[src/design/gnfc_pkg.sv]
`timescale 1ns / 1ps
`default_nettype none
// ============================================================================
// gnfc_pkg
// Shared types and constants of the grid node friction collision pipeline.
// ============================================================================
package gnfc_pkg;

   // contact classification codes
   localparam logic [1:0] KIND_PASS  = 2'd0;
   localparam logic [1:0] KIND_STUCK = 2'd1;
   localparam logic [1:0] KIND_SLIDE = 2'd2;

   // one stage per result bit in the square root and the divider
   localparam int SQRT_STAGES = 32;
   localparam int DIV_STAGES  = 32;

   // data that rides beside the square root unit
   typedef struct packed {
      logic signed [31:0] vel_x;
      logic signed [31:0] vel_y;
      logic signed [31:0] vel_z;
      logic signed [31:0] tan_x;
      logic signed [31:0] tan_y;
      logic signed [31:0] tan_z;
      logic        [40:0] thr;
      logic               contact;
   } sq_side_type;

   // data that rides beside the dividers
   typedef struct packed {
      logic signed [31:0] vel_x;
      logic signed [31:0] vel_y;
      logic signed [31:0] vel_z;
      logic               contact;
      logic               stuck;
      logic               nzero;
      logic [2:0]         neg;
   } dv_side_type;

endpackage
`default_nettype wire

[src/design/gnfc_div.sv]
`timescale 1ns / 1ps
`default_nettype none
// ============================================================================
// gnfc_div
// Pipelined restoring divider, 64-bit dividend by 32-bit divisor, one
// quotient bit per stage. The dividend's upper half must be below the divisor.
// ============================================================================
module gnfc_div (
   input  wire logic        clock,
   input  wire logic        en,
   input  wire logic [63:0] dividend,
   input  wire logic [31:0] divisor,
   output logic      [31:0] quotient
);

   logic [31:0] rem_ff [gnfc_pkg::DIV_STAGES];
   logic [31:0] low_ff [gnfc_pkg::DIV_STAGES];
   logic [31:0] quo_ff [gnfc_pkg::DIV_STAGES];
   logic [31:0] dvs_ff [gnfc_pkg::DIV_STAGES];

   for (genvar k = 0; k < gnfc_pkg::DIV_STAGES; k++) begin : g_stage
      logic [31:0] rem_cur;
      logic [31:0] low_cur;
      logic [31:0] quo_cur;
      logic [31:0] dvs_cur;
      logic [32:0] acc;
      logic [31:0] rem_in;
      logic [31:0] quo_in;

      if (k == 0) begin : g_first
         assign rem_cur = dividend[63:32];
         assign low_cur = dividend[31:0];
         assign quo_cur = '0;
         assign dvs_cur = divisor;
      end else begin : g_next
         assign rem_cur = rem_ff[k-1];
         assign low_cur = low_ff[k-1];
         assign quo_cur = quo_ff[k-1];
         assign dvs_cur = dvs_ff[k-1];
      end

      // shift in one dividend bit, subtract when it fits
      always_comb begin
         acc = {rem_cur, low_cur[31]};
         if (acc >= {1'b0, dvs_cur}) begin
            rem_in = 32'(acc - {1'b0, dvs_cur});
            quo_in = {quo_cur[30:0], 1'b1};
         end else begin
            rem_in = acc[31:0];
            quo_in = {quo_cur[30:0], 1'b0};
         end
      end

      always_ff @(posedge clock) begin
         if (en) begin
            rem_ff[k] <= rem_in;
            low_ff[k] <= {low_cur[30:0], 1'b0};
            quo_ff[k] <= quo_in;
            dvs_ff[k] <= dvs_cur;
         end
      end
   end

   assign quotient = quo_ff[gnfc_pkg::DIV_STAGES-1];

endmodule
`default_nettype wire

[config.mk]
export PLATFORM = sky130hd
export DESIGN_NAME = gnfc_div
export DESIGN_NICKNAME = d
export VERILOG_FILES = /design/src/design/gnfc_pkg.sv /design/src/design/gnfc_div.sv
export SDC_FILE = /design/constraint.sdc
export NUM_CORES = 2
export LEC_CHECK = 0
export BUFFER_PORTS_ARGS = -buffer_cell sky130_fd_sc_hd__buf_2
export CORE_MARGIN = 3
export CORE_UTILIZATION = 37
export CTS_CLUSTER_SIZE = 8
export DETAILED_ROUTE_END_ITERATION = 12
export PLACE_DENSITY = 0.52
export RECOVER_POWER = 25
export SYNTH_ARGS = -nofsm -noshare
export SYNTH_HDL_FRONTEND = slang
export SYNTH_SLANG_ARGS = --single-unit
export TNS_END_PERCENT = 30
[constraint.sdc]
create_clock -name clock -period 5.5 [get_ports clock]
set_clock_uncertainty 0.15 [all_clocks]
set_input_delay 1.375 -clock clock [delete_from_list [all_inputs] [get_ports clock]]
set_output_delay 1.375 -clock clock [all_outputs]
set_load 0.005 [all_outputs]
==> results.toml <==
[worst_setup_path]
rr_endpoint = "rem_ff[0][484]"
cp_top_family = "compound AO/OA/AOI/OAI gates"
cp-start-kind = "flip-flop"
cp.arrival_ns = 5.18
slowest_delay_ns = 0.81
crit_buf_inv = 1
crit_type = "flip-flop to flip-flop"
crit_path_top_delay_cell = "a2bb2oi_4"
path_depth = 11
worstPathMaxFanout = 32
path_cells = "ha_1 > and3_1 > nor4b_1 > o31a_1 > o211ai_1 > a21oi_1 > o311ai_0 > a31oi_1 > a2bb2oi_4 > buf_4 > mux2_2"
reg2reg_depth = 11
crit_required_ns = 6.02
crit_end = "rem_ff[0][484]"
crit_path_end_kind = "flip-flop"
critPathLaunch = "rem_ff[0][456]"
reg2reg_from = "rem_ff[0][456]"
r2r_setup_slack_ns = 0.85

[route]
routed_wirelength_microns = 371000
first_iter_violations = 7449
antenna_left = 0
drc = 0
routed-wl-met2_microns = 181000
drt_first_pass_iters = 8
viasPerCell = 5.15
met1Wirelength_microns = 166000
routed.top_layer = "met4"
wire_per_inst_microns = 19.5
num_vias = 97788
met3_length_microns = 14200

[global_route]
track_usage = 0.168
antenna_found_initial = 8
grt_pass1_wl_microns = 571000
grt_overflow_total = 0
grt_pass1_vias = 96343
grt_max_degree = 113

[clock_network]
cts_tree = "built"
path_clk_slew_ns = 0.05
root_buffer = "clkbuf_16"
ctsHoldBuffers = 0
cts.sinks = 3008
cts_setup_buffers = 0
cts_made_buffers = 421
post_cts_resized = 0
htreeDepth = 5
clockBufferDepth = 4
insertion_delay_ns = 0.97

[synthesis]
synth_fp_nets = 14044
yosysTopAreaCellShare = 0.577
synth_async_sr_flop_share = 0
synthCells = 12891
yosys.area.top_type = "edfxtp_1"
synth.most_common_cell = "edfxtp_1"
syn_area_sq_um = 157000
synth.avg_cell_area_sq_um = 12.1
synth_common_cells = "edfxtp_1 (3008), inv_1 (1269), a21oi_1 (1041)"
ys_warn_count = 0
synthTopCellsByArea = "edfxtp_1 (58%), ha_1 (8.2%), mux2_2 (3.9%)"
ys.flop_type = "edfxtp_1"
synth_edf_count = 3008
synth_seq_area_share = 0.577
ys_ff_latch = 3008
synth_cell_types = 100

[sta]
setup_tns_ns = 0
layout_setup_ws_ns = 0.849
finalWorstPathRequiredPeriod_ns = 4.65
tightest_slew_ns = 1.06
period_share = 0.846
hold_viol = 0
setup_viol = 0
relSlewSlack = 0.289
hold_slack_ns = 0.242
max_freq_mhz = 215
rsz0062_at_grt = "false"
finalMaxSlewViolations = 0

[floorplan]
ios = 130
initial_utilization = 0.372
die-height_microns = 656
fp-row-count = 238
dieArea_sq_um = 431000
die_w_microns = 656
coreArea_sq_um = 421000

[flow_run]
cap_violations = 0

[finish]
nNetsFinal = 14441
syn_to_final_growth_pct = 12.4
n_fill_cell = 39662
drive_gt1_frac = 0.101

[placement]
dpl_worst_slack_ns = 0.565
port_buffers = 129
hpwl_microns = 276000
place_congestion = 0.867

[power]
ir_drop_mv = 0.469
power_density_nw_per_um2 = 597
cellLeakagePower_nw = 70.0

[outcome]
outcome = "finished, final reports clean"

[hold_path]
min_path_type = "flip-flop to flip-flop"
==> per-layer routing <==
layer	track usage	vias to the layer above
li1	-	48317
met1	0.223	47167
met2	0.289	1766
met3	0.0216	538
met4	0.0408	0
met5	0	-
==> stage by stage <==
| stage | power [W] | cell area, sq um | std cells | utilization |
|---|---|---|---|---|
| 2_1_floorplan | 0.0697 | 157000 | 12891 | - |
| 3_3_place_gp | 0.0823 | 165000 | 18505 | 0.392 |
| 3_5_place_dp | 0.0823 | 165000 | 18505 | 0.392 |
| 4_1_cts | 0.106 | 176000 | 18992 | 0.418 |
| 5_1_grt | 0.113 | 176000 | 18993 | 0.418 |
| 6_report | 0.105 | 176000 | 18996 | 0.418 |
==> layout by cell type, fill, tap and decap left out, types with 23 or more instances in the layout <==
| master | synthesis | routed |
|---|---|---|
| mux2_2 | 541 | 541 |
| nor2_1 | 726 | 725 |
| fa_1 | 31 | 31 |
| nand2b_1 | 130 | 130 |
| clkbuf_16 | 0 | 425 |
| o21a_1 | 150 | 150 |
| o211ai_1 | 40 | 40 |
| and3_1 | 97 | 97 |
| a31oi_1 | 103 | 103 |
| edfxtp_1 | 3008 | 3008 |
| and4_1 | 26 | 26 |
| nor3_1 | 127 | 127 |
| xor2_1 | 311 | 311 |
| nor2b_1 | 153 | 153 |
| a211o_1 | 26 | 26 |
| ha_1 | 1024 | 1024 |
| a21boi_0 | 29 | 29 |
| o21bai_1 | 142 | 142 |
| buf_12 | 0 | 40 |
| inv_1 | 1269 | 1269 |
| a211oi_1 | 70 | 69 |
| o31a_1 | 41 | 41 |
| or2_2 | 31 | 31 |
| nand3_1 | 180 | 180 |
| nand2_1 | 752 | 750 |
| buf_4 | 6 | 104 |
| nand4_1 | 182 | 182 |
| nor4_1 | 48 | 48 |
| buf_2 | 57 | 104 |
| a21oi_1 | 1041 | 1039 |
| and2_1 | 33 | 33 |
| mux2i_1 | 60 | 60 |
| clkbuf_1 | 213 | 47 |
| a21o_1 | 568 | 568 |
| o21ai_0 | 670 | 669 |
| o31ai_1 | 54 | 54 |
| a221oi_1 | 23 | 23 |
| xnor2_1 | 509 | 509 |
| or3_1 | 37 | 36 |
==> area by class of cell <==
type / count / area, sq um / share of cell area
repair buffers: 272 / 2190 / 0.0125
diodes: 4 / 10.0 / 0.0000569
well taps: 5640 / 7060 / 0.0401
multi-input cells: 8313 / 60400 / 0.343
clock inverters: 39 / 499 / 0.00284
inverters: 1272 / 4770 / 0.0271
clock buffers: 448 / 10700 / 0.0609
flip-flops and latches: 3008 / 90300 / 0.513
==> power breakdown <==
part	internal [W]	total [W]	switching (W)	leakage (nW)
registers	0.0332	0.0367	0.00354	29.4
logic	0.0201	0.0453	0.0252	35.1
clock network	0.0136	0.0230	0.00937	5.48
total	0.0669	0.105	0.0381	70.0
==> logic make-up (layout without fill, tap and decap cells) <==
kind of cell | count (synthesis) | count (layout) | share of synthesized area
AOI/OAI and AO/OA | 3246 | 3246 | 0.131
muxes | 601 | 601 | 0.0428
xor gates and xnor gates | 820 | 820 | 0.0459
adders and majority gates | 1055 | 1055 | 0.0858
DFF | 3008 | 3008 | 0.577
and+or+nand+nor | 2591 | 2591 | 0.0788
other | 0 | 4 | 0
buffers and inverters | 1570 | 2031 | 0.0384
==> registers in the layout, summed over array words and instances, names as in the netlist <==
| register | flops |
|---|---|
| dvs_ff | 992 |
| rem_ff | 992 |
| low_ff | 496 |
| quo_ff | 528 |
==> worst min-delay path by stage <==
| stage | start | end | slack [ns] | depth (start not counted) |
|---|---|---|---|---|
| 3_3_place_gp | quo_ff[0][495] | quo_ff[1][16] | 0.25 | 0 |
| 5_1_grt | quo_ff[1][258] | quo_ff[1][291] | 0.25 | 0 |
| 2_1_floorplan | low_ff[0][68] | low_ff[0][100] | 0.25 | 0 |
| 3_5_place_dp | low_ff[0][83] | low_ff[0][115] | 0.25 | 0 |
| 6_report | low_ff[0][83] | low_ff[0][115] | 0.24 | 0 |
| 4_1_cts | low_ff[0][83] | low_ff[0][115] | 0.23 | 0 |
(Power assumes the default switching activity.)
